[src/zhu_pkg.sv]
// Shared types and constants of the Zobrist hash update block.
package zhu_pkg;

  // Input action codes.
  localparam logic [1:0] ACTION_LOAD = 2'd0;
  localparam logic [1:0] ACTION_SCAN = 2'd1;
  localparam logic [1:0] ACTION_MOVE = 2'd2;

  // Result kinds.
  localparam logic KIND_BOARD = 1'b0;
  localparam logic KIND_MOVE  = 1'b1;

  // Salt addresses are carried at the width of the largest table (64 x 32).
  localparam int SALT_AW = 11;

  // Decoupling queue between front and back.
  localparam int QUEUE_DEPTH = 4;
  localparam int QUEUE_PW    = 2;

  // Output buffer depth in the back part.
  localparam int OUT_DEPTH = 2;

  typedef enum logic [1:0] {
    OP_LOAD = 2'd0,
    OP_SCAN = 2'd1,
    OP_MOVE = 2'd2
  } zhu_op_kind_t;

  // One classified item: up to three salt reads, compacted to the front.
  typedef struct packed {
    zhu_op_kind_t             act;
    logic [1:0]               nrd;   // number of salt reads, 0..3
    logic                     emit;  // item gives a result
    logic [2:0][SALT_AW-1:0]  addr;  // read addresses, or write address in addr[0]
    logic [63:0]              dlo;   // salt word or old key, low half
    logic [63:0]              dhi;   // salt word or old key, high half
  } zhu_op_t;

  // Queue head as seen by the back part.
  typedef struct packed {
    logic    valid;
    zhu_op_t op;
  } zhu_head_t;

endpackage

[src/zhu_item_if.sv]
// Input channel interface: one item per beat.
interface zhu_item_if;
  logic        valid;
  logic        ready;
  logic [1:0]  action;
  logic [8:0]  salt_index;
  logic [63:0] data_low;
  logic [63:0] data_high;
  logic [4:0]  from_square;
  logic [4:0]  to_square;
  logic [3:0]  from_piece;
  logic [3:0]  to_piece;
  logic        empty_flag;
  logic [3:0]  revealed_piece;

  modport source (
    output valid, action, salt_index, data_low, data_high, from_square, to_square,
           from_piece, to_piece, empty_flag, revealed_piece,
    input  ready
  );
  modport sink (
    input  valid, action, salt_index, data_low, data_high, from_square, to_square,
           from_piece, to_piece, empty_flag, revealed_piece,
    output ready
  );
endinterface

[src/zhu_front.sv]
// Front part: accepts items, computes salt addresses and range checks.
module zhu_front #(
  parameter int SQUARES     = 32,
  parameter int PIECE_TYPES = 15
) (
  zhu_item_if.sink         item,
  input  logic             q_ready,
  output logic             push,
  output zhu_pkg::zhu_op_t push_op
);
  import zhu_pkg::*;

  localparam int          DEPTH   = SQUARES * PIECE_TYPES;
  localparam logic [15:0] SQ_N    = 16'(SQUARES);
  localparam logic [15:0] PT_N    = 16'(PIECE_TYPES);
  localparam logic [15:0] DEPTH_N = 16'(DEPTH);
  localparam logic [15:0] LAST_SQ = 16'(SQUARES - 1);
  localparam logic [15:0] COVER   = 16'(PIECE_TYPES - 1);

  logic [2:0][4:0]  cand_sq;
  logic [2:0][15:0] cand_pc;
  logic [2:0]       cand_en;
  logic             keep;
  logic [1:0]       n;
  logic [15:0]      full_addr;

  always_comb begin
    push_op      = '0;
    push_op.dlo  = item.data_low;
    push_op.dhi  = item.data_high;
    cand_sq      = '0;
    cand_pc      = '0;
    cand_en      = '0;
    keep         = 1'b1;
    n            = 2'd0;
    full_addr    = '0;
    case (item.action)
      ACTION_LOAD: begin
        push_op.act = OP_LOAD;
        keep        = {7'd0, item.salt_index} < DEPTH_N;
      end
      ACTION_SCAN: begin
        push_op.act  = OP_SCAN;
        push_op.emit = {11'd0, item.from_square} == LAST_SQ;
        cand_sq[0]   = item.from_square;
        cand_pc[0]   = {12'd0, item.from_piece};
        cand_en[0]   = !item.empty_flag;
      end
      ACTION_MOVE: begin
        push_op.act  = OP_MOVE;
        push_op.emit = 1'b1;
        if (item.from_square == item.to_square) begin
          // flip: drop the covered salt, add the revealed piece
          cand_sq[0] = item.from_square;
          cand_pc[0] = COVER;
          cand_en[0] = 1'b1;
          cand_sq[1] = item.from_square;
          cand_pc[1] = {12'd0, item.revealed_piece};
          cand_en[1] = 1'b1;
        end else begin
          cand_sq[0] = item.from_square;
          cand_pc[0] = {12'd0, item.from_piece};
          cand_en[0] = 1'b1;
          cand_sq[1] = item.to_square;
          cand_pc[1] = {12'd0, item.to_piece};
          cand_en[1] = !item.empty_flag;
          cand_sq[2] = item.to_square;
          cand_pc[2] = {12'd0, item.from_piece};
          cand_en[2] = 1'b1;
        end
      end
      default: begin
        push_op.act = OP_SCAN;
        keep        = 1'b0;
      end
    endcase

    // off-board squares or pieces read as a zero salt: just skip them
    for (int i = 0; i < 3; i++) begin
      if (cand_en[i] && ({11'd0, cand_sq[i]} < SQ_N) && (cand_pc[i] < PT_N)) begin
        full_addr        = 16'({11'd0, cand_sq[i]} * PT_N) + cand_pc[i];
        push_op.addr[n]  = full_addr[SALT_AW-1:0];
        n                = n + 2'd1;
      end
    end
    push_op.nrd = n;

    if (item.action == ACTION_LOAD) begin
      push_op.addr[0] = {{(SALT_AW-9){1'b0}}, item.salt_index};
    end
  end

  assign item.ready = q_ready;
  assign push       = item.valid && q_ready && keep;

endmodule

[src/flat_wrapper.sv]
// flat-port wrapper written by rule: the top's interface ports become plain ports
module zhu_front_flat import zhu_pkg::*;
#(
  parameter int SQUARES     = 32,
  parameter int PIECE_TYPES = 15
)
  (q_ready, push, push_op, item_valid, item_action, item_salt_index, item_data_low, item_data_high, item_from_square, item_to_square, item_from_piece, item_to_piece, item_empty_flag, item_revealed_piece, item_ready);
  zhu_item_if item_i ();
  input  logic q_ready;
  output logic push;
  output zhu_pkg::zhu_op_t push_op;
  input wire logic [$bits(item_i.valid)-1:0] item_valid;
  input wire logic [$bits(item_i.action)-1:0] item_action;
  input wire logic [$bits(item_i.salt_index)-1:0] item_salt_index;
  input wire logic [$bits(item_i.data_low)-1:0] item_data_low;
  input wire logic [$bits(item_i.data_high)-1:0] item_data_high;
  input wire logic [$bits(item_i.from_square)-1:0] item_from_square;
  input wire logic [$bits(item_i.to_square)-1:0] item_to_square;
  input wire logic [$bits(item_i.from_piece)-1:0] item_from_piece;
  input wire logic [$bits(item_i.to_piece)-1:0] item_to_piece;
  input wire logic [$bits(item_i.empty_flag)-1:0] item_empty_flag;
  input wire logic [$bits(item_i.revealed_piece)-1:0] item_revealed_piece;
  output wire logic [$bits(item_i.ready)-1:0] item_ready;
  assign item_i.valid = item_valid;
  assign item_i.action = item_action;
  assign item_i.salt_index = item_salt_index;
  assign item_i.data_low = item_data_low;
  assign item_i.data_high = item_data_high;
  assign item_i.from_square = item_from_square;
  assign item_i.to_square = item_to_square;
  assign item_i.from_piece = item_from_piece;
  assign item_i.to_piece = item_to_piece;
  assign item_i.empty_flag = item_empty_flag;
  assign item_i.revealed_piece = item_revealed_piece;
  assign item_ready = item_i.ready;
  zhu_front #(.SQUARES(SQUARES), .PIECE_TYPES(PIECE_TYPES)) u_core (.item(item_i), .q_ready(q_ready), .push(push), .push_op(push_op));
endmodule
[config.mk]
export PLATFORM = sky130hd
export DESIGN_NAME = zhu_front_flat
export DESIGN_NICKNAME = d
export VERILOG_FILES = /design/src/zhu_pkg.sv /design/src/zhu_item_if.sv /design/src/zhu_front.sv /design/src/flat_wrapper.sv
export SDC_FILE = /design/constraint.sdc
export NUM_CORES = 1
export LEC_CHECK = 0
export BUFFER_PORTS_ARGS = -buffer_cell sky130_fd_sc_hd__clkbuf_2
export CAP_MARGIN = 20
export CORE_ASPECT_RATIO = 0.75
export CORE_MARGIN = 2
export CORE_UTILIZATION = 25
export DETAILED_ROUTE_END_ITERATION = 7
export SYNTH_ARGS = -nofsm -noshare
export SYNTH_HDL_FRONTEND = slang
export SYNTH_SLANG_ARGS = --single-unit
[constraint.sdc]
create_clock -name vclk -period 16.3
set_clock_uncertainty 0.2 [all_clocks]
set_input_delay 2.445 -clock vclk [all_inputs]
set_output_delay 2.445 -clock vclk [all_outputs]
set_load 0.005 [all_outputs]
Yosys cells after proc, flatten, opt, wreduce, memory -nomap -nowiden

Index checks and enable logic that the tools add are counted.

Flip-flop bits (word level): 0
Input port bits: 164
Output and inout port bits: 168

Add/sub/neg operators: 5
$mul: 3
$lt $le $gt $ge: 8
Eq/ne operators: 4
Muxes and demuxes: 28
Reduce and logical (&&, ||, !) cells: 10

Operator list:

| kind                                                 | count |
|---|---|
| bitwise mux 33 bit                                   | 2 |
| 2-to-1 mux 33 bit                                    | 2 |
| demux 11 bit (select 2 bit)                          | 2 |
| 2-to-1 mux 11 bit                                    | 4 |
| 2-to-1 mux 20 bit                                    | 2 |
| adder 9 x 11 -> 11 bit                               | 3 |
| < comparator 16 x 4 -> 1 bit (second input constant) | 2 |
| one-hot mux 16 bit (2 select lines)                  | 1 |
| multiplier 5 x 4 -> 9 bit (second input constant)    | 3 |
| 2-to-1 mux 10 bit                                    | 2 |
| one-hot mux 5 bit (2 select lines)                   | 1 |
| < comparator 9 bit (second input constant)           | 1 |
| 2-to-1 mux 2 bit                                     | 4 |
| logical AND 1 bit                                    | 7 |
| one-hot mux 1 bit (2 select lines)                   | 3 |
| == test 5 bit                                        | 1 |
| == test 5 bit (second input constant)                | 1 |
| 2-to-1 mux 5 bit                                     | 1 |
| < comparator 4 bit (second input constant)           | 1 |
| 2-to-1 mux 4 bit                                     | 1 |
| one-hot mux 2 bit (2 select lines)                   | 1 |
| < comparator 1 x 3 -> 1 bit (second input constant)  | 1 |
| < comparator 2 x 3 -> 1 bit (second input constant)  | 1 |
| adder 1 x 1 -> 2 bit (second input constant)         | 1 |
| other kinds (9)                                      | 10 |

Logic depth before layout (Yosys ltp)

Gate-level depths: netlist of run 1.

Depth after elaboration: 15
Depth in mapped cells: 20
Mapped depth without buffers: 19

Worst setup path after synthesis of run 1

OpenSTA, ideal clock, no wires.

Kind: input port to output port
Start: in item_action[0]
End: out push_op[137] (netlist bit)
Arrival: 6.347 ns
Required time: 13.655 ns
Slack: 7.308 ns
Stages on the path: 18
Path buffers: 1
Path through: inv_1 > ha_1 > clkbuf_1 > nand2_1 > inv_1 > fa_1 > fa_1 > inv_1 > fa_1 > inv_1 > ha_1 > nor2b_1 > o31ai_1 > a21oi_1 > a21o_1 > a21o_1 > a221oi_1 > a211oi_1

RTL lines:

| what        | RTL line           | RTL |
|---|---|---|
| from (decl) | flat_wrapper.sv:13 | `input wire logic [$bits(item_i.action)-1:0] item_action;` |
| to (decl)   | flat_wrapper.sv:11 | `output zhu_pkg::zhu_op_t push_op;` |

==> summary.txt, run 1 <==
Status
  • Outcome: finished clean

Power
  • Gate power share: 100.0%
  • Switching Fraction: 58.8%
  • Clock share of power: 0%
  • Sequential share of power: 0%
  • VDD IR max: ~0.011 mV
  • Internal cell power: around 0.000050 W
  • PD cells: 33.2 nW/um^2
  • Sw power: slightly above 0.00007 W
  • Leakage Power: 2.08 nW

Routing
  • Post-DR wirelength/cell: ~17 um
  • Starting DRC count in detailed routing: approximately 190
  • WL met2: 4450 um
  • 1st-pass router iterations: 6
  • DRC viols: 0
  • Routed wl met3: between 2000 and 2500 um
  • Routed Wire Length: roughly 12000 um
  • Post-DRT Antenna Nets: 0
  • Vias/cell: around 4.5
  • Top Layer Used: met3
  • Vias: 3031
  • M1 WL: roughly 5200 um

Worst setup path
  • Critical path type: primary input to output pin
  • Worst Setup SP: item_action[0]
  • Worst setup SP type: primary input
  • Critical Path AT: 7.21 ns
  • CP Max Fanout: 24
  • CP Capture Point: push_op[135]
  • CP endpoint kind: output pin
  • CP Data Required Time: 13.65 ns

Cells and area
  • Diodes inserted: 0
  • Clkbuf count: 0
  • Count of flip-flops and latches: 0
  • Multi-input logic area: between 2000 and 3000 um^2
  • Nets: 727
  • Commonest non-fill, non-tap cell in the layout: clkbuf_2
  • Most frequent cells in the layout: clkbuf_2, inv_1, ha_1, nand2_1, fa_1
  • Area grow syn2layout: -9.77%
  • Register area: 0 um^2
  • Fillers: 1777
  • Ratio of cells with drive above 1 in the final layout: around 18%

Timing
  • Final Hold Viols: 0
  • TNS Setup: 0 ns
  • Period utilization: about three fifths
  • Slew headroom: roughly 38%
  • Slew at the pin closest to its max-slew limit: about 0.93 ns
  • Fin crit period: a little under 10 ns
  • Final Setup Violations: 0
  • F_max: ~0.10 GHz
  • Final WS setup: between 6 and 7 ns
  • RSZ-0062 raised after global routing: false
  • Max-slew violation count: 0

Die
  • Initial Utilization: between 20% and 30%
  • # IOs: around 330
  • Die height: around 110 um
  • Total core area: approximately 16000 um^2
  • Row count: 40
  • Die W: 151 um
  • Die ar.: 17200 um^2

Yosys
  • Post-Synth XOR/XNOR Area: about 4.5%
  • Post-synthesis compound-gate area fraction: roughly 16%
  • Mapped Cells: between 500 and 600
  • Syn Std Cell Area: 4050 um^2
  • Largest family of logic cells by synthesized area: adder cells
  • Yosys top cell area share: approximately a quarter
  • Synth unique cells: between 50 and 60
  • Synth warnings: 0
  • Average cell area after synthesis: between 7 and 8 um^2
  • Sequential share of the synthesized area: 0%
  • Multiplexer share of the synthesized area: less than 1%
  • Top cells by area, synth: buf_4, ha_1, fa_1
  • Post-Synth Simple-Gate Area: about an eighth
  • Synth Area in Adders: roughly a third
  • Post-synth top area cell: buf_4

Clock network
  • Hold buffer count at CTS: 0
  • Post_cts resized: 0
  • Setup Buffers After CTS: 0

Place
  • IO Port Bufs: 73
  • Dpl ws: 6.52 ns
  • Dpl hpwl: just over 10000 um
  • Global placement routability congestion: about 0.86

Flow run
  • Max-Cap Viols: 0

GRT
  • Grt ovf: 0
  • First-pass GRT wire length: 17100 um
  • Initial antenna violation count: 0
  • GR Util All Layers: around 13%
  • Largest net degree at the start of global routing: 25
  • Vias in the first global route: 2897

Worst hold path
  • Hold Crit Class: primary input to output pin
[power by group through the flow]
stage | sequential [W] | combinational [W] | clock, W
after floorplan | 0 | 0.000112 | 0
after CTS | 0 | 0.000123 | 0
final | 0 | 0.000121 | 0
after detailed placement | 0 | 0.000122 | 0
after global placement | 0 | 0.000121 | 0
after global routing | 0 | 0.000139 | 0
[cell families (layout without fill, tap and decap cells)]
| family | after synthesis | after routing |
|---|---|---|
| muxes | 1 | 1 |
| other | 1 | 3 |
| AOI/OAI and AO/OA | 93 | 93 |
| xor gates and xnor gates | 21 | 21 |
| adders and majority gates | 95 | 95 |
| buffers and inverters | 212 | 144 |
| and+or+nand+nor | 109 | 109 |
[stage by stage]
stage               utilization, %  std cells  hold slack (ns)  total power, W  instance area [um^2]
floorplan                        -        534             4.77        0.000112                  4050
global placement              22.9        675             4.69        0.000121                  3640
detailed placement            22.9        675             4.69        0.000122                  3640
CTS                           22.9        675             4.69        0.000123                  3640
global route                  22.9        676             4.69        0.000139                  3650
finish                        22.9        676             4.69        0.000121                  3650
[cell usage after synthesis (all sizes together) (2+ instances only)]
library cell	count
a41oi	2
o31ai	2
nor3	2
a221oi	5
a221o	2
and2	7
nand2	43
ha	68
nor2b	4
a21o	7
nand3	10
nor2	26
a211oi	3
o22ai	3
a21boi	3
xnor2	12
inv	70
and3	7
o21bai	3
o21a	2
fa	27
a22o	5
nand2b	3
a21oi	24
clkbuf	6
a22oi	2
nand4	3
xor2	9
o21ai	23
buf	136
[per-layer routing]
layer	GRT usage [%]	up-vias
met5	0	-
li1	-	1472
met2	16.8	185
met4	0.436	0
met3	9.36	0
met1	17.9	1374
[worst min-delay path by stage]
stage | from | end | cells past startpoint
3_5_place_dp | item_data_high[0] | push_op[0] | 0
2_1_floorplan | q_ready | push | 2
4_1_cts | item_data_high[0] | push_op[0] | 0
3_3_place_gp | item_data_high[0] | push_op[0] | 0
6_report | item_data_low[37] | push_op[101] | 0
5_1_grt | item_data_low[39] | push_op[103] | 0
[area by class of cell]
class                           count  area share (%)
Inverter                           70            7.20
Tap cell                          210            7.20
Multi-Input combinational cell    322            75.3
Timing Repair Buffer               74            10.3
[critical path, cell delays in order]
cell	delay [ns]
clkbuf_2	0.10
inv_1	0.10
ha_1	0.62
nand2_1	0.28
inv_1	0.15
nand2_1	0.10
fa_1	0.52
fa_1	0.52
fa_1	0.54
inv_1	0.04
ha_1	0.32
nor2b_1	0.14
o21ai_0	0.24
a21oi_1	0.14
nor3_1	0.20
o21ai_0	0.21
a221oi_1	0.36
clkbuf_2	0.17
Power figures use the tool's default switching activity.
==> run 2: changes to the inputs <==
Clock period 16.3 ns to 8.8 ns, I/O delays scaled along.
==> run 2 against run 1 <==
Final area is the same. Non-clock buffer count is the same. Setup slack lost 5.2 ns. Critical path type unchanged. Power is 84% higher. Via count is 1.1% higher. Sequential share of layout area unchanged. Critical endpoint unchanged. Hold slack worse by 2.3 ns. Global-route usage barely moved. Largest cell class unchanged.
==> summary.txt, run 2 (synthesis gave the netlist of run 1 again) <==
Power
  • VDD IR max: between 0.02 and 0.03 mV
  • Sw power: about 0.00013 W
  • Gate power share: 100.0%
  • Clock share of power: 0%
  • Switching Fraction: 58.7%
  • Sequential share of power: 0%
  • PD cells: slightly above 60 nW/um^2
  • Internal cell power: between 0.00009 and 0.0001 W
  • Leakage Power: roughly 2.1 nW

Place
  • Placed cell area: 3650 um^2
  • IO Port Bufs: 73
  • Global placement routability congestion: between 0.8 and 0.9
  • Dpl hpwl: around 10000 um

Timing
  • Final Hold Viols: 0
  • Slew headroom: a little under 40%
  • Final Setup Violations: 0
  • Fin crit period: 7.56 ns
  • Max-slew violation count: 0
  • TNS Setup: 0 ns
  • F_max: about 0.13 GHz
  • Period utilization: 85.9%
  • Slew at the pin closest to its max-slew limit: between 0.9 and 1 ns
  • RSZ-0062 raised after global routing: false

Cells and area
  • Count of flip-flops and latches: 0
  • Clkbuf count: 0
  • Design area: between 3000 and 4000 um^2
  • Commonest non-fill, non-tap cell in the layout: clkbuf_2
  • Diodes inserted: 0
  • Register area: 0 um^2
  • Most frequent cells in the layout: clkbuf_2, inv_1, ha_1, nand2_1, fa_1
  • Area grow syn2layout: -9.77%
  • Nets: around 730
  • Ratio of cells with drive above 1 in the final layout: 18.0%

Die
  • Initial Utilization: about 25%
  • Row count: 40
  • Total core area: 15900 um^2
  • Die ar.: 17200 um^2
  • Die height: roughly 110 um
  • # IOs: 332
  • Die W: roughly 150 um

Clock network
  • Setup Buffers After CTS: 0
  • Post_cts resized: 0
  • Hold buffer count at CTS: 0

Routing
  • Routed Wire Length: approximately 12000 um
  • Vias: slightly above 3000
  • Vias/cell: ~4.5
  • 1st-pass router iterations: 4
  • DRC viols: 0
  • Post-DR wirelength/cell: between 15 and 20 um
  • Starting DRC count in detailed routing: around 130
  • Post-DRT Antenna Nets: 0

Status
  • Outcome: finished clean

Worst setup path
  • Worst Setup SP: item_action[0]
  • CP endpoint kind: output pin
  • CP Data Required Time: approximately 7.3 ns
  • Critical path type: primary input to output pin
  • CP Capture Point: push_op[135]
  • CP Max Fanout: 24
  • Worst setup SP type: primary input
  • Critical Path AT: between 6 and 7 ns

GRT
  • Initial antenna violation count: 0
  • GR Util All Layers: 12.9%
  • First-pass GRT wire length: between 15000 and 20000 um
  • Grt ovf: 0
  • Largest net degree at the start of global routing: 25
  • Vias in the first global route: about 2900

Worst hold path
  • Worst Hold Depth: 0
  • Hold Crit Class: primary input to output pin

Flow run
  • Max-Cap Viols: 0
run 2: cell counts in the layout (fill, tap and decap cells not counted):
No cell type changed its count.
run 2: metal layers:
| layer | wire [um] | share of wire (%) | vias to the layer above | track usage, % |
|---|---|---|---|---|
| met5 | 0 | 0 | - | 0 |
| li1 | - | - | 1471 | - |
| met1 | 5220 | 45 | 1415 | 18.1 |
| met3 | 1950 | 17 | 0 | 8.80 |
| met2 | 4500 | 39 | 177 | 16.9 |
| met4 | 0 | 0 | 0 | 0.436 |
run 2: how the worst min path moves through the flow:
stage / start / endpoint / slack [ns]
floorplan: q_ready / push / 2.52
global placement: item_data_high[0] / push_op[0] / 2.44
detailed placement: item_data_high[0] / push_op[0] / 2.44
CTS: item_data_high[0] / push_op[0] / 2.44
global route: item_data_low[27] / push_op[91] / 2.44
finish: item_data_low[37] / push_op[101] / 2.44
run 2: final cells by class:
class                      instances  area, um^2
tap                              210         263
multi-input combinational        322        2750
fill                            1820       12300
inverter                          70         263
timing repair buffer              74         377
run 2: per-stage QoR:
step,setup slack [ns],power [W],cells,utilization (%),hold slack (ns)
floorplan,2.06,0.000207,534,-,2.52
global placement,1.35,0.000224,675,22.9,2.44
finish,1.24,0.000223,676,22.9,2.44
detailed placement,1.27,0.000225,676,22.9,2.44
global route,0.774,0.000256,676,22.9,2.44
CTS,1.25,0.000226,676,22.9,2.44
run 2: power groups by stage:
stage	Sequential [W]	Clock [W]	Combinational (W)
detailed placement	0	0	0.000225
finish	0	0	0.000223
global placement	0	0	0.000224
global route	0	0	0.000256
CTS	0	0	0.000226
floorplan	0	0	0.000207
run 2: worst max-delay path, cell delays in order:
cell and delay, ns:
clkbuf_2 0.10, inv_1 0.09, ha_1 0.61, nand2_1 0.27, inv_1 0.15, nand2_1 0.10
fa_1 0.53, fa_1 0.52, fa_1 0.54, inv_1 0.04, ha_1 0.32, nor2b_1 0.14
o21ai_0 0.22, a21oi_1 0.14, nor3_1 0.19, o21ai_0 0.21, a221oi_1 0.36, clkbuf_2 0.17
