<file path="src/zhu_pkg.sv">
// Shared types and constants of the Zobrist hash update block.
package zhu_pkg;

  // Input action codes.
  localparam logic [1:0] ACTION_LOAD = 2'd0;
  localparam logic [1:0] ACTION_SCAN = 2'd1;
  localparam logic [1:0] ACTION_MOVE = 2'd2;

  // Result kinds.
  localparam logic KIND_BOARD = 1'b0;
  localparam logic KIND_MOVE  = 1'b1;

  // Salt addresses are carried at the width of the largest table (64 x 32).
  localparam int SALT_AW = 11;

  // Decoupling queue between front and back.
  localparam int QUEUE_DEPTH = 4;
  localparam int QUEUE_PW    = 2;

  // Output buffer depth in the back part.
  localparam int OUT_DEPTH = 2;

  typedef enum logic [1:0] {
    OP_LOAD = 2'd0,
    OP_SCAN = 2'd1,
    OP_MOVE = 2'd2
  } zhu_op_kind_t;

  // One classified item: up to three salt reads, compacted to the front.
  typedef struct packed {
    zhu_op_kind_t             act;
    logic [1:0]               nrd;   // number of salt reads, 0..3
    logic                     emit;  // item gives a result
    logic [2:0][SALT_AW-1:0]  addr;  // read addresses, or write address in addr[0]
    logic [63:0]              dlo;   // salt word or old key, low half
    logic [63:0]              dhi;   // salt word or old key, high half
  } zhu_op_t;

  // Queue head as seen by the back part.
  typedef struct packed {
    logic    valid;
    zhu_op_t op;
  } zhu_head_t;

endpackage

</file>
<file path="src/zhu_queue.sv">
// Short FIFO of classified items between the front and back parts.
module zhu_queue (
  input  logic              clk,
  input  logic              rst,
  input  logic              push,
  input  zhu_pkg::zhu_op_t  push_op,
  output logic              q_ready,
  input  logic              pop,
  output zhu_pkg::zhu_head_t head
);
  import zhu_pkg::*;

  zhu_op_t                  slots [QUEUE_DEPTH];
  logic [QUEUE_PW-1:0]      wp;
  logic [QUEUE_PW-1:0]      rp;
  logic [QUEUE_PW:0]        count;
  logic                     do_push;
  logic                     do_pop;

  assign q_ready    = count != (QUEUE_PW+1)'(QUEUE_DEPTH);
  assign head.valid = count != '0;
  assign head.op    = slots[rp];
  assign do_push    = push && q_ready;
  assign do_pop     = pop && head.valid;

  always_ff @(posedge clk) begin
    if (rst) begin
      wp    <= '0;
      rp    <= '0;
      count <= '0;
    end else begin
      if (do_push) wp <= wp + 1'b1;
      if (do_pop)  rp <= rp + 1'b1;
      count <= count + (QUEUE_PW+1)'(do_push) - (QUEUE_PW+1)'(do_pop);
    end
  end

  always_ff @(posedge clk) begin
    if (do_push) slots[wp] <= push_op;
  end

endmodule

</file>
<file path="config.mk">
export PLATFORM = sky130hd
export DESIGN_NAME = zhu_queue
export DESIGN_NICKNAME = d
export VERILOG_FILES = /design/src/zhu_pkg.sv /design/src/zhu_queue.sv
export SDC_FILE = /design/constraint.sdc
export NUM_CORES = 1
export LEC_CHECK = 0
export BUFFER_PORTS_ARGS = -buffer_cell sky130_fd_sc_hd__buf_2
export CAP_MARGIN = 20
export CORE_UTILIZATION = 45
export CTS_CLUSTER_SIZE = 16
export DETAILED_ROUTE_END_ITERATION = 8
export GPL_ROUTABILITY_DRIVEN = 0
export PLACE_DENSITY_LB_ADDON = 0.12
export SYNTH_ARGS = -nofsm -noshare
export SYNTH_HDL_FRONTEND = slang
export SYNTH_SLANG_ARGS = --single-unit
</file>
<file path="constraint.sdc">
create_clock -name clk -period 15.7 [get_ports clk]
set_clock_uncertainty 0.15 [all_clocks]
set_input_delay 0 -clock clk [delete_from_list [all_inputs] [get_ports clk]]
set_output_delay 0 -clock clk [all_outputs]
set_load 0.03 [all_outputs]
</file>
-- After elaboration in Yosys (flattened, before gate mapping)
Memory sizes are Yosys's and may differ from the RTL's. A register that Yosys moved wholly into a read port is not among the register bits.
Index checks and enable logic that the tools add are counted.
- register bits after elaboration: 7
- bits in latches: 0
- bits in writable memories: 664
- bits in read-only memories: 0
- output and inout port bits: 168
- logic and storage cells: 16
- memories: 1
- memory list (memory ; words ; bits a word ; read ports ; clocked after Yosys merged registers in ; wr ports ; line ; text):
    slots ; 4 ; 166 ; 1 ; 1 ; 1 ; zhu_queue.sv:13 ; zhu_op_t slots [QUEUE_DEPTH];
- add/subtract/negate cells: 4
- multiply operators: 0
- div/mod/pow operators: 0
- magnitude comparators: 0
- eq/ne operators: 1
- shifts and indexed selects: 0
- muxes and demuxes: 4
- bitwise gates (word level): 0
- reductions and logical operators: 3
- operators by type and width (cell ; number):
    $add 2x1->2 const B ; 2
    $mux 2 ; 2
    $add 3x1->3 ; 1
    $ne 3x3->1 const B ; 1
    $reduce_bool 3->1 ; 1
    $sub 3x1->3 ; 1
    $logic_and 1x1->1 ; 2
    $mux 1 ; 2

-- Depth between registers and ports, before layout
Gate-level depths: netlist (run 1).
- word-level depth: 4
- gate-level depth with buffers: 11
- depth with buffers taken out: 11

-- Worst setup path after synthesis (run 1)
No wires, ideal clock.
- path kind: register to register
- start point: reg count[1]
- end point: mem slots[0][0] (netlist bit), enable pin
- setup time: 0.546 ns
- arrival: 4.687 ns
- path slack: 10.317 ns
- stages on the path, launching flop included: 4
- path through: dfxtp_1 nor2_1 a21boi_1 and2_1
- cells in the longest elaborated chain, start to end: 4
- ends and longest elaborated chain (element ; line ; text):
    start: declaration ; zhu_queue.sv:16 ; logic [QUEUE_PW:0] count;
    start signal: assignment ; zhu_queue.sv:34 ; count <= count + (QUEUE_PW+1)'(do_push) - (QUEUE_PW+1)'(do_pop);
    $ne 3x3->1 ; zhu_queue.sv:20 ; assign q_ready = count != (QUEUE_PW+1)'(QUEUE_DEPTH);
    $logic_and 1x1->1 ; zhu_queue.sv:23 ; assign do_push = push && q_ready;
    $mux 1 ; zhu_queue.sv:39 ; if (do_push) slots[wp] <= push_op;
    $mux 1 (implied by the code) ; zhu_queue.sv:39 ;
    end: declaration ; zhu_queue.sv:13 ;
Every way passes these cells.

==> results of run 1 <==
-- cells by family after synthesis --
group / count (synthesis) / synth area share, %
simple gates: 19 / 0.389
fa+ha+maj: 7 / 0.389
buf+inv: 43 / 1.29
compound gates: 3 / 0.102
flops: 673 / 82.3
xor+xnor: 3 / 0.108
mux: 168 / 15.4
-- worst max-delay path, cell delays in order, from the launching register on --
cell and delay (ps):
dfxtp_4 880, buf_4 760, buf_4 860, mux4_2 610
buf_2 190
-- layout by cell type (no fill, tap or decap), drive strengths merged, types with 2 or more instances in the layout --
cell type / n
dfxtp: 9
buf: 349
dlygate4sd3: 255
mux4: 166
ha: 6
nor2: 8
clkinv: 27
bufinv: 3
nand2b: 2
and2: 5
inv: 10
clkbuf: 88
edfxtp: 664
diode: 4
xor2: 2
-- synthesized netlist by cell type --
master    number  share of area, %
mux4_2       166                15
nor2_1         8              0.12
buf_6         17              0.78
dfxtp_1        9              0.74
nor3_1         1             0.020
or3_1          1             0.026
ha_1           6              0.31
edfxtp_1     664                82
buf_4          2             0.061
o31a_1         1             0.036
buf_2         15              0.31
nor2b_1        1             0.026
nand2_1        1             0.015
fa_1           1             0.082
buf_1          2             0.031
a21boi_1       1             0.031
clkbuf_1       2             0.031
nand2b_1       2             0.051
and2_1         5              0.13
mux2_2         1             0.046
o311ai_0       1             0.036
xor2_1         2             0.072
inv_1          5             0.077
xnor2_1        1             0.036
mux2i_1        1             0.041
-- flip-flops by register name (all words and copies together) (netlist names), named ones only --
| register | count |
|---|---|
| count | 3 |
| slots | 664 |
| rp | 2 |
| wp | 2 |
-- where the power goes --
part	total, W	switching [W]	internal [W]	leakage (nW)
Sequential	0.00228	0.0000748	0.00220	6.16
Clock	0.00154	0.000654	0.000882	1.04
Combinational	0.00142	0.000890	0.000528	3.48
-- worst max-delay path by stage --
stage,start,end
after detailed placement,flop,head[150]
after floorplan,count[1]$_SDFF_PP0_,slots[0][0]$_DFFE_PP_
after CTS,flop,head[109]
after global placement,flop,head[150]
after global routing,flop,head[149]
final,flop,head[150]
-- cell type report --
cell class	instances	area share, %
Clock buffer	88	5.84
Multi-Input combinational cell	200	12.7
Sequential cell	673	63.9
Inverter	5	0.0596
Tap cell	696	2.76
Antenna cell	4	0.0318
Clock inverter	36	0.838
Timing Repair Buffer	604	13.8
-- layer usage --
layer	share of wire, %	GRT usage [%]
met1	42	23.7
met2	50	29.9
met3	6.1	5.47
met4	2.0	5.62
met5	0	0
-- per-stage QoR --
step	utilization [%]	setup WS, ps	total power (W)
2_1_floorplan	-	10320	0.00334
3_3_place_gp	50.0	11970	0.00370
3_5_place_dp	50.0	11950	0.00371
4_1_cts	58.6	11280	0.00530
5_1_grt	58.6	11050	0.00544
6_report	58.6	11540	0.00523
==> flow_summary.yaml, run 1 <==
timing:
  rsz_0062_raised_after_global_routing: "no"
  tns_ps: 0
  slew_violations: 0
  worst_slew_margin_rel_pct: 29.3
  report.final.setup_viol: 0
  max_freq_mhz: 240
  timing.final.hold_violations: 0
  final_period_minus_worst_setup_slack_ps: 4160
  final.hold.worst_slack_ps: 29.5
  final_min_period_over_clock_period_pct: 26.5
  worst-slew-pin-transition_ps: 1060
cells_and_area:
  area_of_the_multi_input_gates_um2: 4010
  final_net_count: 1731
  fillCellCount: 3932
  final_cell_count_no_fill: 2306
  syn_to_final_growth_pct: 28.9
  seq_area_um2: 20100
  final_design_area_no_fill_um2: 31500
  post_route_cells_drive_above_1_share_pct: 38.4
worst_setup_path:
  startpoint_type: "flop"
  critical_path_class: "reg -> out"
  regToRegEndpoint: "slots[1][115]$_DFFE_PP_"
  crit_arrival_ps: 4010
  endpoint_kind: "output port"
  reg2reg_depth: 5
  r2r-start: "count[1]$_SDFF_PP0_"
  worst_ep_required_time_ps: 15550
  worst-r2r-setup-slack_ps: 12070
  worstPathMaxFanout: 45
detailed_routing:
  drt_wl_total_um: 49800
  drc: 0
  drt.antenna.violating_nets: 0
  via_per_inst: 5.12
  dr_total_vias: 11800
  detailedRoute.firstPassIterationCount: 4
  wl_per_cell_um: 21.6
  dr.first_iter.drc_count: 555
synthesis:
  post_synthesis_sequential_element_count: 673
  cell_variety_after_synth: 25
  syn-mean-instance-area_um2: 26.7
  syn_nets: 1093
  synthesis.area_um2: 24400
  synthesis.instances: 916
  yosysWarningCount: 0
  synth.yosys.seq_area_share_pct: 82.3
placement:
  numPortBuffers: 337
  dp.cells: 1923
  post-dp-hpwl_um: 28000
  postPlaceCellArea_um2: 26800
worst_hold_path:
  hp-start: "push_op[99]"
  hold_path.class: "in -> reg"
  hold-path-endpoint: "slots[1][99]$_DFFE_PP_"
  timing.hold.worst_path_depth: 2
die:
  core_region_area_um2: 53700
  initial_core_util_pct: 45.5
  floorplan.die.height_um: 235
  die_width_um: 235
  floorplan.io_pins: 338
  die_area_um2: 55200
  floorplan.rows: 85
flow_run:
  max-cap-violations: 0
clocking:
  numCtsBuffers: 70
  postCtsHoldBufs: 253
  postCtsResizedCells: 0
  clock_latency_ps: 590
  cts_tree: "yes"
  clockBufferDepth: 3
  clkTransAtPathRegs_ps: 60
  cts_post_setup_buffers_inserted: 0
  cts.htree.levels: 3
  clkSinkCount: 673
  clock-root-buffer: "clkbuf_16"
global_route:
  grt_start_max_net_pins: 135
  via_count_of_the_first_global_routing_pass: 12900
  global_route.overflow_total: 0
  antenna_violations_before_repair: 3
  grt_pass1_wl_um: 75900
  global_route.usage.total_pct: 18.3
power_and_ir_drop:
  power.density_cell_area_nw_per_um2: 166
  leakage_power_total_nw: 10.7
  vdd_ir_drop_max_mv: 0.144
status:
  run_status: "finished, final reports clean"
(Power assumes the default switching activity.)
==> run 2, diff against run 1 <==
==> constraint.sdc (replaced) <==
create_clock -name clk -period 3.75 [get_ports clk]
set_clock_uncertainty 0.15 [all_clocks]
set_input_delay 0 -clock clk [delete_from_list [all_inputs] [get_ports clk]]
set_output_delay 0 -clock clk [all_outputs]
set_load 0.03 [all_outputs]
==> run 2 against run 1 <==
Critical path depth rose by 6. Cell count up 0.74%. Combinational power grew to 4.3 times the previous value. Global-route usage grew 0.37 points. Die area unchanged. Non-clock buffer count rose by 18. Hold slack gained 4.0 ps. Power grew to 4.3 times the previous value. Setup slack got worse by 11000 ps. Sequential power grew to 4.2 times the previous value. First-iteration DRC count is 11% higher. Design area rose by 1.4%. Largest cell class unchanged. Largest power group unchanged.
==> flow_summary.yaml, run 2 (synthesis gave the netlist of run 1 again) <==
detailed_routing:
  drt.antenna.violating_nets: 0
  dr.first_iter.drc_count: 616
  drc: 0
  dr_total_vias: 11900
  via_per_inst: 5.13
  detailedRoute.firstPassIterationCount: 4
  drt_wl_total_um: 50700
  wl_per_cell_um: 21.8
power_and_ir_drop:
  leakage_power_total_nw: 10.9
  vdd_ir_drop_max_mv: 0.452
  power.density_cell_area_nw_per_um2: 700
die:
  floorplan.die.height_um: 235
  die_width_um: 235
  core_region_area_um2: 53700
  floorplan.io_pins: 338
  die_area_um2: 55200
  initial_core_util_pct: 45.5
  floorplan.rows: 85
clocking:
  clock_latency_ps: 600
  postCtsResizedCells: 0
  clock-root-buffer: "clkbuf_16"
  cts_post_setup_buffers_inserted: 0
  cts_tree: "yes"
  numCtsBuffers: 72
  clkTransAtPathRegs_ps: 60
  postCtsHoldBufs: 260
  clockBufferDepth: 3
  cts.htree.levels: 3
  clkSinkCount: 673
timing:
  rsz_0062_raised_after_global_routing: "no"
  worst_slew_margin_rel_pct: 44.9
  final_period_minus_worst_setup_slack_ps: 3080
  report.final.setup_viol: 0
  final_min_period_over_clock_period_pct: 82.2
  tns_ps: 0
  timing.final.hold_violations: 0
  worst-slew-pin-transition_ps: 827
  max_freq_mhz: 324
  slew_violations: 0
worst_setup_path:
  critical-path-max-stage-delay_ps: 550
  path_cells: "nor2_1 > a21boi_1 > inv_1 > ha_1 > inv_1 > ha_1 > inv_1 > fa_1 > nor2_1 > dlygate4sd3_1"
  r2r-start: "count[1]$_SDFF_PP0_"
  cpMostUsedCell: "inv_1"
  startpoint_type: "flop"
  worstPathMaxFanout: 7
  worst_ep_required_time_ps: 4080
  cp-startpoint: "count[1]$_SDFF_PP0_"
  worst_path_max_delay_cell: "dlygate4sd3_1"
  critical_path_class: "reg -> reg"
  crit_arrival_ps: 3420
  endpoint_kind: "flop"
worst_hold_path:
  hp-start: "push_op[13]"
  hold_path.class: "in -> reg"
global_route:
  grt_pass1_wl_um: 77300
  antenna_violations_before_repair: 5
  global_route.overflow_total: 0
  via_count_of_the_first_global_routing_pass: 13100
  global_route.usage.total_pct: 18.7
  grt_start_max_net_pins: 113
placement:
  numPortBuffers: 337
  post-dp-hpwl_um: 28000
  postPlaceCellArea_um2: 27000
cells_and_area:
  syn_to_final_growth_pct: 30.7
  largest_register_ff_count: 664
  final_net_count: 1751
  finished_core_util_pct: 59.5
  layout.cells.most_common_list: "664 x edfxtp_1, 337 x buf_2, 264 x dlygate4sd3_1"
  max_flop_register: "slots"
  mostFrequentLayoutCell: "edfxtp_1"
  post_route_cells_drive_above_1_share_pct: 38.8
  final_design_area_no_fill_um2: 31900
  reg.largest.list: "slots: 664 flops, count: 3 flops"
status:
  run_status: "finished, final reports clean"
flow_run:
  max-cap-violations: 0
-- run 2: cell count changes in the layout (fill, tap and decap cells not counted), sizes merged, moves of 3 or more --
| cell | before | now |
|---|---|---|
| buf | 349 | 358 |
| clkbuf | 88 | 95 |
| clkinv | 27 | 24 |
| diode | 4 | 1 |
| dlygate4sd3 | 255 | 264 |
| inv | 10 | 6 |
-- run 2: path summary, 6_finish.rpt --
kind	endpoint	slack, ps	depth (start not counted)
setup / recovery	count[1]$_SDFF_PP0_	670	10
hold / removal	slots[0][13]$_DFFE_PP_	30	2
hold reg to reg	wp[1]$_SDFFE_PP0P_	370	2
setup reg to reg	count[1]$_SDFF_PP0_	670	10
-- run 2: layer usage --
layer / track usage (%) / vias to the layer above / part of all wire [%]
met1: 23.8 / 6215 / 42
met5: 0 / - / 0.10
met2: 30.8 / 289 / 50
met4: 6.36 / 8 / 2.5
met3: 5.45 / 95 / 5.7
li1: - / 5306 / -
-- run 2: where the power goes --
part           switching, W  internal (W)
Clock               0.00275       0.00401
Combinational       0.00381       0.00230
Sequential         0.000266       0.00921
-- run 2: per-stage QoR --
stage / setup slack, ps / cells / power [W] / hold slack [ps]
global route: 400 / 2323 / 0.0233 / 0.00572
detailed placement: 978 / 1932 / 0.0157 / 67.1
global placement: 1030 / 1932 / 0.0156 / 63.4
finish: 666 / 2323 / 0.0224 / 33.5
CTS: 672 / 2318 / 0.0227 / 0.318
floorplan: 202 / 916 / 0.0139 / -51.1
-- run 2: worst max-delay path: cells and delay by family (launching register included) --
family	cells	cell delay [ps]
compound gates	1	490
fa+ha+maj	3	970
buf+inv	4	770
flops	1	440
simple gates	2	140
-- run 2: layout make-up --
cell class                 instances  area (um2)
tap                              696         871
timing repair buffer             622        4660
fill                            3906       21800
clock buffer                      95        1990
sequential                       673       20100
multi-input combinational        200        4010
antenna                            1        2.50
clock inverter                    31         264
inverter                           5        18.8
==> run 3, diff against run 2 <==
--- a/config.mk
+++ b/config.mk
@@ -5,6 +5,7 @@
 export SDC_FILE = /design/constraint.sdc
 export NUM_CORES = 1
 export LEC_CHECK = 0
+export ABC_AREA = 1
 export BUFFER_PORTS_ARGS = -buffer_cell sky130_fd_sc_hd__buf_2
 export CAP_MARGIN = 20
 export CORE_UTILIZATION = 45
==> constraint.sdc (replaced) <==
create_clock -name clk -period 2.97 [get_ports clk]
set_clock_uncertainty 0.15 [all_clocks]
set_input_delay 0 -clock clk [delete_from_list [all_inputs] [get_ports clk]]
set_output_delay 0 -clock clk [all_outputs]
set_load 0.03 [all_outputs]
==> run 3 against run 2 <==
Power rose by 28%. Synthesized cell count grew 82%. Via count up 36%. Hold slack got worse by 14 ps. Clock power is 25% higher. Routed wire length rose by 20%. Combinational power grew 36%. Register-to-register slack lost 250 ps. Die area grew 7.0%. Setup slack got worse by 380 ps. Synthesized area increased by 7.1%. Critical endpoint is now head[55]. Largest cell class unchanged.
==> flow_summary.yaml, run 3 <==
die:
  floorplan.rows: 88
  die_width_um: 243
  die_area_um2: 59100
  initial_core_util_pct: 45.5
  floorplan.die.height_um: 243
  floorplan.io_pins: 338
  core_region_area_um2: 57600
synthesis:
  synthArstFlopShare_pct: 0
  yosys_most_used_dff: "edfxtp_1"
  synth_largest_area_cell: "edfxtp_1"
  synth_commonest_cells: "664 x edfxtp_1, 293 x o21ai_0, 265 x nor2_1"
  yosysWarningCount: 0
  syn_nets: 1847
  synthesis.instances: 1670
  synth-edff-count: 664
  yosys.cell_count.top_type: "edfxtp_1"
  cell_types_occupying_the_most_area_after_synthesis: "edfxtp_1 76%, o21ai_0 5.6%, o22ai_2 3.8%"
  cell_variety_after_synth: 23
  synthDominantCellAreaShare_pct: 76.2
  syn-mean-instance-area_um2: 15.7
  synth.yosys.seq_area_share_pct: 76.9
  post_synthesis_sequential_element_count: 673
  synthesis.area_um2: 26200
cells_and_area:
  layout.cells.most_common_list: "664 x edfxtp_1, 337 x buf_2, 293 x o21ai_0, 293 x dlygate4sd3_1, 260 x nor2_1"
  post_route_cells_drive_above_1_share_pct: 27.1
  mostFrequentLayoutCell: "edfxtp_1"
  finished_core_util_pct: 58.7
  largest_register_ff_count: 664
  max_flop_register: "slots"
  final_net_count: 2475
  reg.largest.list: "slots: 664 flops, count: 3 flops"
  syn_to_final_growth_pct: 29.2
clocking:
  clockBufferDepth: 3
  cts_post_setup_buffers_inserted: 0
  clkSinkCount: 673
  cts_tree: "yes"
  clkTransAtPathRegs_ps: 60
  clock-root-buffer: "clkbuf_16"
  numCtsBuffers: 71
  cts.htree.levels: 3
  postCtsResizedCells: 0
  clock_latency_ps: 590
worst_setup_path:
  reg2reg_depth: 10
  regToRegEndpoint: "count[1]$_SDFF_PP0_"
  critical_path_class: "reg -> out"
  worst_ep_required_time_ps: 2820
  startpoint_type: "flop"
  worst-r2r-setup-slack_ps: 420
  crit_arrival_ps: 2540
  r2r-start: "count[1]$_SDFF_PP0_"
  endpoint_kind: "output port"
  worstPathMaxFanout: 70
detailed_routing:
  drt_wl_total_um: 61000
  detailedRoute.firstPassIterationCount: 5
  dr.first_iter.drc_count: 935
  drt.antenna.violating_nets: 0
  via_per_inst: 5.18
  drc: 0
  dr_total_vias: 16200
  wl_per_cell_um: 19.6
power_and_ir_drop:
  swShare_pct: 34.2
  power.net_switching_w: 0.00982
  vdd_ir_drop_max_mv: 0.648
  pwr-share-clk_pct: 29.5
  power.share.combinational_pct: 28.9
  power.density_cell_area_nw_per_um2: 848
  leakage_power_total_nw: 11.8
  internal_power_w: 0.0189
  seq_power_share_pct: 41.6
  overall_power_w: 0.0287
timing:
  worst_slew_margin_rel_pct: 55.3
  worst-slew-pin-transition_ps: 670
  timing.final.hold_violations: 0
  final_min_period_over_clock_period_pct: 90.5
  final_critical_path_setup_slack_ps: 283
  slew_violations: 0
  rsz_0062_raised_after_global_routing: "no"
  final_period_minus_worst_setup_slack_ps: 2690
  report.final.setup_viol: 0
  max_freq_mhz: 372
  final.hold.worst_slack_ps: 19.6
worst_hold_path:
  hp-start: "push_op[107]"
  hold-path-endpoint: "slots[3][107]$_DFFE_PP_"
  timing.hold.worst_path_depth: 2
  hold_path.class: "in -> reg"
global_route:
  antenna_violations_before_repair: 6
  global_route.overflow_total: 0
  grt_pass1_wl_um: 94500
  grt_start_max_net_pins: 95
  global_route.usage.total_pct: 20.7
  via_count_of_the_first_global_routing_pass: 16600
placement:
  numPortBuffers: 337
  dp_slack_ps: 873
  post-dp-hpwl_um: 33100
flow_run:
  max-cap-violations: 0
status:
  run_status: "finished, final reports clean"
-- run 3: cell count changes after synthesis, moves of 13 or more --
cell	change
o21ai_1	+40
o21ai_0	+293
nor2_4	+80
buf_2	+22
o22ai_1	+86
buf_6	-13
o22ai_2	+80
mux4_2	-166
clkbuf_1	+44
nor2_1	+257
-- run 3: how the worst max path moves through the flow --
stage,from,endpoint,cells after the start
6_report,flop,head[55],5
5_1_grt,flop,head[28],5
4_1_cts,flop,head[55],5
3_5_place_dp,flop,head[55],5
3_3_place_gp,count[1]$_SDFF_PP0_,count[2]$_SDFF_PP0_,10
2_1_floorplan,count[1]$_SDFF_PP0_,slots[0][0]$_DFFE_PP_,4
-- run 3: power groups by stage --
stage / Combinational [W] / Clock [W] / Sequential (W)
2_1_floorplan: 0.00573 / 0 / 0.0121
3_3_place_gp: 0.00799 / 0 / 0.0121
3_5_place_dp: 0.00807 / 0 / 0.0121
4_1_cts: 0.00840 / 0.00866 / 0.0119
5_1_grt: 0.00890 / 0.00899 / 0.0120
6_report: 0.00829 / 0.00845 / 0.0119
-- run 3: critical path, stage by stage (launching register included) --
cell and delay (ps):
dfxtp_4 460, inv_8 410, buf_4 460, nor2_1 80, o22ai_1 240, buf_2 240
-- run 3: layout make-up --
| cell class | instances | area, um2 |
|---|---|---|
| clock inverters | 39 | 335 |
| well taps | 765 | 957 |
| clock buffers | 90 | 1870 |
| diodes | 1 | 2.50 |
| fillers | 4537 | 23800 |
| multi-input cells | 872 | 5350 |
| repair buffers | 664 | 5100 |
| flip-flops and latches | 673 | 20100 |
| inverters | 16 | 70.1 |
-- run 3: logic make-up after synthesis --
family	synth area share, %
buffers and inverters	2.92
DFF	76.9
and+or+nand+nor	7.47
adders and majority gates	0.363
AOI/OAI and AO/OA	12.4
-- run 3: timing repair --
action	in CTS	in global routing
endpoints found under the hold margin	788	0
setup endpoints to repair	0	0
hold buffers	293	0
-- run 3: metal layers --
metal | wire length [um] | track usage, % | up-vias
li1 | - | - | 7611
met2 | 30200 | 34.4 | 402
met5 | 73 | 0 | -
met1 | 26000 | 26.9 | 8043
met3 | 3660 | 4.72 | 86
met4 | 1130 | 6.38 | 10
-- run 3: stage by stage --
stage	instances	instance area (um2)	TNS [ps]
floorplan	1670	26200	-475470
global route	3119	33800	0
CTS	3119	33800	0
global placement	2697	28700	0
detailed placement	2697	28700	0
finish	3120	33800	0
